File: config.mk
export PLATFORM = sky130hd
export DESIGN_NAME = can_tx_admission_queue
export DESIGN_NICKNAME = d
export VERILOG_FILES = /design/src/hdl/alq_pkg.sv /design/src/hdl/alq_ram.sv /design/src/hdl/alq_fifo.sv /design/src/hdl/alq_front.sv /design/src/hdl/alq_back.sv /design/src/hdl/can_tx_admission_queue.sv
export SDC_FILE = /design/constraint.sdc
export NUM_CORES = 2
export LEC_CHECK = 0
export ABC_CLOCK_PERIOD_IN_PS = 12750
export BUFFER_PORTS_ARGS = -buffer_cell sky130_fd_sc_hd__buf_2
export CORE_AREA = 8 8 368 370
export CTS_BUF_LIST = sky130_fd_sc_hd__clkbuf_16
export DETAILED_ROUTE_END_ITERATION = 12
export DIE_AREA = 0 0 376 378
export HOLD_SLACK_MARGIN = 0.02
export PLACE_DENSITY = 0.79
export SYNTH_ARGS = -nofsm -noshare
export SYNTH_HDL_FRONTEND = slang
export SYNTH_SLANG_ARGS = --single-unit
export TNS_END_PERCENT = 5
File: constraint.sdc
create_clock -name clk -period 12.75 [get_ports clk]
set_clock_uncertainty 0.05 [all_clocks]
set_input_delay 0 -clock clk [delete_from_list [all_inputs] [get_ports clk]]
set_output_delay 0 -clock clk [all_outputs]
set_load 0.02 [all_outputs]
File: src/hdl/alq_pkg.sv
// ---------------------------------------------------------------------------
// alq_pkg: shared types and constants for the CAN transmit admission queue
// Request/response item layouts, status codes and the front-to-back command.
// ---------------------------------------------------------------------------
package alq_pkg;

  localparam int QUEUE_DEPTH_DEF = 16;
  localparam int CMDQ_DEPTH      = 2;
  localparam int RESQ_DEPTH      = 2;

  localparam int ID_W    = 29;
  localparam int FLAGS_W = 8;
  localparam int DLC_W   = 4;
  localparam int DATA_W  = 64;
  localparam int CNT_W   = 5;

  localparam logic [ID_W-1:0]    STD_ID_MAX = ID_W'(32'h0000_07FF);
  localparam logic [ID_W-1:0]    EXT_ID_MAX = ID_W'(32'h1FFF_FFFF);
  localparam logic [DLC_W-1:0]   DLC_MAX    = DLC_W'(8);
  localparam logic [FLAGS_W-1:0] FLAG_EXT   = FLAGS_W'(1);

  typedef enum logic [1:0] {
    OP_ENQUEUE = 2'd0,
    OP_POP     = 2'd1,
    OP_PURGE   = 2'd2,
    OP_NOP     = 2'd3
  } opcode_t;

  typedef enum logic [2:0] {
    ST_OK        = 3'd0,
    ST_DISABLED  = 3'd1,
    ST_BAD_FLAGS = 3'd2,
    ST_BAD_ID    = 3'd3,
    ST_BAD_DLC   = 3'd4,
    ST_FULL      = 3'd5,
    ST_EMPTY     = 3'd6
  } status_t;

  typedef enum logic [2:0] {
    CMD_ENQ,
    CMD_POP,
    CMD_PURGE,
    CMD_NOP,
    CMD_REJECT
  } cmd_kind_t;

  typedef struct packed {
    opcode_t             opcode;
    logic [ID_W-1:0]     can_id;
    logic [FLAGS_W-1:0]  frame_flags;
    logic [DLC_W-1:0]    data_length;
    logic [DATA_W-1:0]   payload;
  } request_t;

  typedef struct packed {
    status_t             status;
    logic [ID_W-1:0]     out_can_id;
    logic                out_extended;
    logic [DLC_W-1:0]    out_length;
    logic [DATA_W-1:0]   out_payload;
    logic [CNT_W-1:0]    purged_count;
    logic [CNT_W-1:0]    occupancy;
  } response_t;

  // Stored frame header: dlc, extended flag, id
  typedef struct packed {
    logic [DLC_W-1:0]    dlc;
    logic                ext;
    logic [ID_W-1:0]     id;
  } header_t;

  localparam int SLOT_W = $bits(header_t) + DATA_W;

  typedef struct packed {
    cmd_kind_t           kind;
    status_t             status;
    header_t             header;
    logic [DATA_W-1:0]   data;
  } cmd_t;

endpackage

File: src/hdl/alq_ram.sv
// ---------------------------------------------------------------------------
// alq_ram: generic single-write, single-read RAM
// One write port, one read port with registered read data.
// ---------------------------------------------------------------------------
module alq_ram #(
  parameter int WIDTH = 8,
  parameter int DEPTH = 16
) (
  input  logic                     clk,
  input  logic                     we,
  input  logic [$clog2(DEPTH)-1:0] waddr,
  input  logic [WIDTH-1:0]         wdata,
  input  logic                     re,
  input  logic [$clog2(DEPTH)-1:0] raddr,
  output logic [WIDTH-1:0]         rdata
);

  logic [WIDTH-1:0] mem [DEPTH];

  always_ff @(posedge clk) begin
    if (we) begin
      mem[waddr] <= wdata;
    end
    if (re) begin
      rdata <= mem[raddr];
    end
  end

endmodule

File: src/hdl/alq_fifo.sv
// ---------------------------------------------------------------------------
// alq_fifo: small register queue
// Decouples two sides of the datapath; head item shown while not empty.
// ---------------------------------------------------------------------------
module alq_fifo #(
  parameter type T     = logic,
  parameter int  DEPTH = 2
) (
  input  logic clk,
  input  logic rst,
  input  logic push,
  input  T     wdata,
  output logic full,
  input  logic pop,
  output T     rdata,
  output logic empty
);

  localparam int AW = (DEPTH > 1) ? $clog2(DEPTH) : 1;
  localparam int CW = $clog2(DEPTH + 1);

  T              slots [DEPTH];
  logic [AW-1:0] wr_ptr;
  logic [AW-1:0] rd_ptr;
  logic [CW-1:0] count;
  logic          do_push;
  logic          do_pop;

  assign full    = (count == CW'(DEPTH));
  assign empty   = (count == '0);
  assign do_push = push && !full;
  assign do_pop  = pop && !empty;
  assign rdata   = slots[rd_ptr];

  always_ff @(posedge clk) begin
    if (do_push) begin
      slots[wr_ptr] <= wdata;
    end
  end

  always_ff @(posedge clk) begin
    if (rst) begin
      wr_ptr <= '0;
      rd_ptr <= '0;
      count  <= '0;
    end else begin
      if (do_push) begin
        wr_ptr <= (wr_ptr == AW'(DEPTH - 1)) ? '0 : wr_ptr + AW'(1);
      end
      if (do_pop) begin
        rd_ptr <= (rd_ptr == AW'(DEPTH - 1)) ? '0 : rd_ptr + AW'(1);
      end
      case ({do_push, do_pop})
        2'b10:   count <= count + CW'(1);
        2'b01:   count <= count - CW'(1);
        default: count <= count;
      endcase
    end
  end

endmodule

File: src/hdl/alq_front.sv
// ---------------------------------------------------------------------------
// alq_front: request intake and admission checks
// Holds the transmit enable, classifies each request and queues a command.
// ---------------------------------------------------------------------------
module alq_front
  import alq_pkg::*;
(
  input  logic     clk,
  input  logic     rst,
  input  logic     cfg_we,
  input  logic     cfg_wdata,
  input  logic     push,
  input  request_t request,
  output logic     full,
  input  logic     cmd_pop,
  output cmd_t     cmd,
  output logic     cmd_empty
);

  logic            transmit_enable;
  cmd_t            cls;
  logic            ext;
  logic [ID_W-1:0] id_max;

  always_ff @(posedge clk) begin
    if (rst) begin
      transmit_enable <= 1'b1;
    end else if (cfg_we) begin
      transmit_enable <= cfg_wdata;
    end
  end

  assign ext    = request.frame_flags[0];
  assign id_max = ext ? EXT_ID_MAX : STD_ID_MAX;

  // Everything but the full/empty checks is decided here.
  always_comb begin
    cls.kind        = CMD_NOP;
    cls.status      = ST_OK;
    cls.header.id   = request.can_id;
    cls.header.ext  = ext;
    cls.header.dlc  = request.data_length;
    cls.data        = request.payload;
    case (request.opcode)
      OP_ENQUEUE: begin
        cls.kind = CMD_REJECT;
        if (!transmit_enable) begin
          cls.status = ST_DISABLED;
        end else if ((request.frame_flags & ~FLAG_EXT) != '0) begin
          cls.status = ST_BAD_FLAGS;
        end else if (request.can_id > id_max) begin
          cls.status = ST_BAD_ID;
        end else if (request.data_length > DLC_MAX) begin
          cls.status = ST_BAD_DLC;
        end else begin
          cls.kind = CMD_ENQ;
        end
      end
      OP_POP: begin
        if (!transmit_enable) begin
          cls.kind   = CMD_REJECT;
          cls.status = ST_DISABLED;
        end else begin
          cls.kind = CMD_POP;
        end
      end
      OP_PURGE: cls.kind = CMD_PURGE;
      default:  cls.kind = CMD_NOP;
    endcase
  end

  alq_fifo #(
    .T     (cmd_t),
    .DEPTH (CMDQ_DEPTH)
  ) u_cmdq (
    .clk   (clk),
    .rst   (rst),
    .push  (push),
    .wdata (cls),
    .full  (full),
    .pop   (cmd_pop),
    .rdata (cmd),
    .empty (cmd_empty)
  );

endmodule

File: src/hdl/alq_back.sv
// ---------------------------------------------------------------------------
// alq_back: frame ring engine
// Executes queued commands against the frame ring and produces responses.
// ---------------------------------------------------------------------------
module alq_back
  import alq_pkg::*;
#(
  parameter int QUEUE_DEPTH = QUEUE_DEPTH_DEF
) (
  input  logic      clk,
  input  logic      rst,
  input  cmd_t      cmd,
  input  logic      cmd_empty,
  output logic      cmd_pop,
  output logic      res_push,
  output response_t res,
  input  logic      res_full
);

  localparam int PW = $clog2(QUEUE_DEPTH);
  localparam int CW = $clog2(QUEUE_DEPTH + 1);

  typedef enum logic {
    S_DISPATCH,
    S_READ
  } state_t;

  state_t              state;
  logic [PW-1:0]       rd_ptr;
  logic [PW-1:0]       wr_ptr;
  logic [CW-1:0]       count;
  logic                go;
  logic                ring_full;
  logic                ring_empty;
  logic                do_write;
  logic                do_read;
  logic [SLOT_W-1:0]   rd_slot;
  header_t             rd_hdr;
  logic [DATA_W-1:0]   rd_data;

  assign ring_full  = (count == CW'(QUEUE_DEPTH));
  assign ring_empty = (count == '0);
  assign go         = (state == S_DISPATCH) && !cmd_empty && !res_full;
  assign cmd_pop    = go;
  assign do_write   = go && (cmd.kind == CMD_ENQ) && !ring_full;
  assign do_read    = go && (cmd.kind == CMD_POP) && !ring_empty;
  assign {rd_hdr, rd_data} = rd_slot;

  alq_ram #(
    .WIDTH (SLOT_W),
    .DEPTH (QUEUE_DEPTH)
  ) u_ring (
    .clk   (clk),
    .we    (do_write),
    .waddr (wr_ptr),
    .wdata ({cmd.header, cmd.data}),
    .re    (do_read),
    .raddr (rd_ptr),
    .rdata (rd_slot)
  );

  always_ff @(posedge clk) begin
    if (rst) begin
      state  <= S_DISPATCH;
      rd_ptr <= '0;
      wr_ptr <= '0;
      count  <= '0;
    end else begin
      case (state)
        S_DISPATCH: begin
          if (do_write) begin
            wr_ptr <= (wr_ptr == PW'(QUEUE_DEPTH - 1)) ? '0 : wr_ptr + PW'(1);
            count  <= count + CW'(1);
          end
          if (do_read) begin
            rd_ptr <= (rd_ptr == PW'(QUEUE_DEPTH - 1)) ? '0 : rd_ptr + PW'(1);
            count  <= count - CW'(1);
            state  <= S_READ;
          end
          if (go && cmd.kind == CMD_PURGE) begin
            rd_ptr <= '0;
            wr_ptr <= '0;
            count  <= '0;
          end
        end
        S_READ:  state <= S_DISPATCH;
        default: state <= S_DISPATCH;
      endcase
    end
  end

  // Response build; a successful pop reports in the next cycle, from S_READ, with RAM data.
  always_comb begin
    res_push         = 1'b0;
    res.status       = ST_OK;
    res.out_can_id   = '0;
    res.out_extended = 1'b0;
    res.out_length   = '0;
    res.out_payload  = '0;
    res.purged_count = '0;
    res.occupancy    = CNT_W'(count);
    if (state == S_READ) begin
      res_push         = 1'b1;
      res.out_can_id   = rd_hdr.id;
      res.out_extended = rd_hdr.ext;
      res.out_length   = rd_hdr.dlc;
      res.out_payload  = rd_data;
    end else if (go) begin
      case (cmd.kind)
        CMD_ENQ: begin
          res_push = 1'b1;
          if (ring_full) begin
            res.status = ST_FULL;
          end else begin
            res.occupancy = CNT_W'(count + CW'(1));
          end
        end
        CMD_POP: begin
          // successful pop responds from S_READ
          if (ring_empty) begin
            res_push   = 1'b1;
            res.status = ST_EMPTY;
          end
        end
        CMD_PURGE: begin
          res_push         = 1'b1;
          res.purged_count = CNT_W'(count);
          res.occupancy    = '0;
        end
        CMD_REJECT: begin
          res_push   = 1'b1;
          res.status = cmd.status;
        end
        default: res_push = 1'b1;
      endcase
    end
  end

endmodule

File: src/hdl/can_tx_admission_queue.sv
// A request is registered in the command queue, its response in the response
// queue; a pop returning a frame adds the registered ring read (S_READ), where
// no new command is taken. The ring engine is the limit: one request per cycle
// otherwise while responses drain; command and response queues absorb stalls.
// Reset: pointers and counts clear, transmit enable sets; ring contents kept.
// ---------------------------------------------------------------------------
// can_tx_admission_queue: CAN transmit queue with frame admission checks
// Front checks and queues requests, back runs them against the frame ring.
// ---------------------------------------------------------------------------
module can_tx_admission_queue
  import alq_pkg::*;
#(
  parameter int QUEUE_DEPTH = QUEUE_DEPTH_DEF
) (
  input  logic      clk,
  input  logic      rst,
  input  logic      cfg_we,
  input  logic      cfg_wdata,
  input  logic      push,
  input  request_t  request,
  output logic      full,
  input  logic      pop,
  output response_t response,
  output logic      empty
);

  cmd_t      cmd;
  logic      cmd_empty;
  logic      cmd_pop;
  logic      res_push;
  response_t res;
  logic      res_full;

  alq_front u_front (
    .clk       (clk),
    .rst       (rst),
    .cfg_we    (cfg_we),
    .cfg_wdata (cfg_wdata),
    .push      (push),
    .request   (request),
    .full      (full),
    .cmd_pop   (cmd_pop),
    .cmd       (cmd),
    .cmd_empty (cmd_empty)
  );

  alq_back #(
    .QUEUE_DEPTH (QUEUE_DEPTH)
  ) u_back (
    .clk       (clk),
    .rst       (rst),
    .cmd       (cmd),
    .cmd_empty (cmd_empty),
    .cmd_pop   (cmd_pop),
    .res_push  (res_push),
    .res       (res),
    .res_full  (res_full)
  );

  alq_fifo #(
    .T     (response_t),
    .DEPTH (RESQ_DEPTH)
  ) u_resq (
    .clk   (clk),
    .rst   (rst),
    .push  (res_push),
    .wdata (res),
    .full  (res_full),
    .pop   (pop),
    .rdata (response),
    .empty (empty)
  );

endmodule

==> qor.txt <==
DP HPWL - 93040 um
Critical setup path kind - flop to flop
Status - completed
Initial Util - 61.26%
Clock Power Share - 34.4%
Final GP Congestion - 0.7489
Post-synthesis async set-or-reset flop share - 0%
Worst Path Max Fanout - 42
Slowest CP cell - buf_4
GRT Total Usage - 28.25%
Area Growth Syn to Fin - 14.51%
Clock-pin slew on the worst setup and hold paths - 0.06 ns
R2R Setup Slk - 7.38 ns
Net Switching - 0.004264 W
Synth warnings - 0
Max-slew violation count - 0
CTS buffer count - 198
CP Cell Sequence - buf_4, mux2i_1, nor4b_2, nand2_2, inv_4, buf_4, buf_4, a41oi_1, nor3_1
Core area - 0.1301 mm^2
Final Hold Viols - 0
Core Rows - 133
Worst skew pair latency - 0.82 ns
Unique masters post-synth - 54
Largest net degree at the start of global routing - 139
Post-detailed-routing wire length - 202000 um
Finish-stage setup viols - 0
Nets - 4000
Global route overflow - 0
Clock sinks - 2121
Logic gate share of total power - 12.9%
RSZ-0062 raised after global routing - false
Critical path arrival - 6.06 ns
Final period utilization - 42.15%
CP endpoint kind - flop
Yosys reg bits - 2121
Number of flops mapped to enable cells by yosys - 2096
DR vias/cell - 6.777
Post-synth net total - 3457
I/O pin count - 226
Switch share - 25.70%
Avg WL per Cell - 34.97 um
Initial DRC Count - 5156
Register area share after synthesis - 79.58%
Slew HR - 14.07%
Post-route cell area - 0.09129 mm^2
Total number of vias - 39143
Vias in the first global route - 40836
Syn_area_per_cell - 24.03 um^2
First-pass GRT wire length - 287800 um
Sum of negative setup slack - 0 ns
Cell area after synthesis - 0.07972 mm^2
Pre-antenna DRT Iters - 5
Die width - 376 um
Port Buffers - 225
CP peak stage delay - 0.82 ns
Die area - 0.1421 mm^2
Gate Count Post-Synth - 3317
Clock Tree Root - clkbuf_16
Dpl cell area - 0.08302 mm^2
Most used cell along the critical path - buf_4
Initial antenna violation count - 10
Lkg Pwr - 28.70 nW
TritonCTS clock tree - built
CTS HTree Levels - 4
Flop pwr share - 52.7%
Fmax - 186.1 MHz
Hold Crit Class - primary input to flop
Drt drc - 0
Top_reg_cell synth - edfxtp_1
Chip height - 378 um
Final min period - 5.374 ns
Crit start category - flop
Max IR drop VDD - 0.1580 mV
Clk buf depth - 3
Setup Fix Bufs, Post-CTS - 0
Cell Pwr Density - 181.7 mW/mm^2
Worst EP required - 13.44 ns
Maximum Capacitance Violations - 0
Slew @ Worst Pin - 1.289 ns
Share of cells above drive strength 1 - 32.20%
Pint - 0.01233 W
Final ANT Viol Nets - 0
## final timing paths
check | end | cells after the start | startpoint
setup / recovery | u_back.rd_ptr[3] | 9 | flop
hold / removal | u_front.u_cmdq.slots[1][101] | 3 | request[105]
hold reg to reg | u_front.u_cmdq.count[1] | 2 | u_front.u_cmdq.count[1]
setup reg to reg | u_back.rd_ptr[3] | 9 | flop
## metrics by stage
| stage | std cells | hold slack (ns) | setup WS, ns | total power [W] | utilization, % |
|---|---|---|---|---|---|
| floorplan | 3317 | 0.01907 | 3.842 | 0.01012 | - |
| global placement | 5205 | 0.1369 | 7.687 | 0.01081 | 63.80 |
| detailed placement | 5205 | 0.1411 | 7.658 | 0.01090 | 63.80 |
| CTS | 5774 | 0.05423 | 7.530 | 0.01659 | 70.15 |
| global route | 5774 | 0.09397 | 7.212 | 0.01700 | 70.15 |
| finish | 5776 | 0.09399 | 7.376 | 0.01659 | 70.15 |
## logic make-up after synthesis
| group | count (synthesis) | share of synthesized area [%] |
|---|---|---|
| muxes | 707 | 16.90 |
| and+or+nand+nor | 228 | 1.569 |
| buffers and inverters | 162 | 0.9181 |
| DFF | 2121 | 79.58 |
| AOI/OAI and AO/OA | 59 | 0.4646 |
| xor gates and xnor gates | 13 | 0.1428 |
| adders and majority gates | 27 | 0.4237 |
## cell usage in the layout, fill, tap and decap left out, types with 3 or more instances in the layout
cell	count
clkinv_4	3
nor2_4	15
and2_1	102
or3_1	4
a21oi_1	23
buf_12	4
o21ai_0	14
nor3_2	4
nor3_1	7
clkinvlp_4	5
buf_2	225
a211oi_1	3
nand2_1	27
nor2_1	31
nand2b_1	3
mux4_2	490
xor2_1	6
clkinv_2	36
clkbuf_16	201
inv_6	5
mux2i_1	5
and3_1	4
nor2b_1	4
clkinv_1	46
dfxtp_4	7
bufinv_16	11
nand3_1	7
inv_1	51
dlygate4sd3_1	210
inv_16	4
xnor2_1	7
ha_1	27
nor4_1	3
buf_4	58
dfxtp_1	18
mux2_2	211
edfxtp_1	2096
nand4_1	6
## routing by layer
layer / GRT usage [%] / vias to the layer above / wire [um]
met1: 36.39 / 20392 / 70500
met4: 10.61 / 8 / 8487
li1: - / 15089 / -
met2: 48.13 / 3071 / 102900
met3: 5.820 / 583 / 20040
met5: 0.1010 / - / 49
## timing repair
| item | CTS | global route |
|---|---|---|
| hold buffers | 210 | 0 |
| endpoints found under the hold margin | 283 | 0 |
| resized for setup | 0 | 0 |
## sequential cells by signal, summed over array words and instances (netlist names), named ones only
register	cells
u_back.count	5
u_back.rd_ptr	4
u_back.state	1
u_back.u_ring.mem	1568
u_back.u_ring.rdata	98
u_back.wr_ptr	4
u_front.transmit_enable	1
u_front.u_cmdq.count	2
u_front.u_cmdq.rd_ptr	1
u_front.u_cmdq.slots	208
u_front.u_cmdq.wr_ptr	1
u_resq.count	2
u_resq.rd_ptr	1
u_resq.slots	222
u_resq.wr_ptr	1
## synth_stat cells (5+ instances only)
cell type,n,share of area [%]
mux4_2,490,14
clkbuf_1,91,0.43
buf_1,8,0.038
dfxtp_1,25,0.63
nor3_1,11,0.069
and3_1,5,0.039
nand4_1,6,0.047
edfxtp_1,2096,79
ha_1,27,0.42
o21ai_0,14,0.088
xor2_1,6,0.066
mux2_2,211,3.0
inv_1,7,0.033
buf_6,6,0.085
nor2_1,46,0.22
mux2i_1,5,0.063
nand2_1,27,0.13
a21oi_1,23,0.14
buf_2,42,0.26
nand3_1,7,0.044
buf_4,7,0.066
and2_1,102,0.80
xnor2_1,7,0.077
## area by class of cell
| cell class | count | area, um^2 |
|---|---|---|
| diodes | 2 | 5.005 |
| clock buffers | 201 | 5030 |
| clock inverters | 158 | 1129 |
| fillers | 7207 | 38840 |
| inverters | 8 | 32.53 |
| multi-input cells | 1034 | 15690 |
| flip-flops and latches | 2121 | 63470 |
| well taps | 1755 | 2196 |
| repair buffers | 497 | 3744 |
## worst max-delay path: cells and delay by family, from the launching register on
family / cells / cell delay (ns)
buffers and inverters: 4 / 2.76
muxes: 1 / 0.48
AOI/OAI and AO/OA: 1 / 0.23
DFF: 1 / 0.81
and+or+nand+nor: 3 / 0.89
## power by group through the flow
stage | clock (W) | sequential (W) | combinational [W]
finish | 0.00571 | 0.00875 | 0.00213
global route | 0.00599 | 0.00878 | 0.00224
CTS | 0.00572 | 0.00874 | 0.00212
detailed placement | 0 | 0.00887 | 0.00203
global placement | 0 | 0.00884 | 0.00197
floorplan | 0 | 0.00883 | 0.00129
No activity file was read; power rests on OpenSTA's default activity.
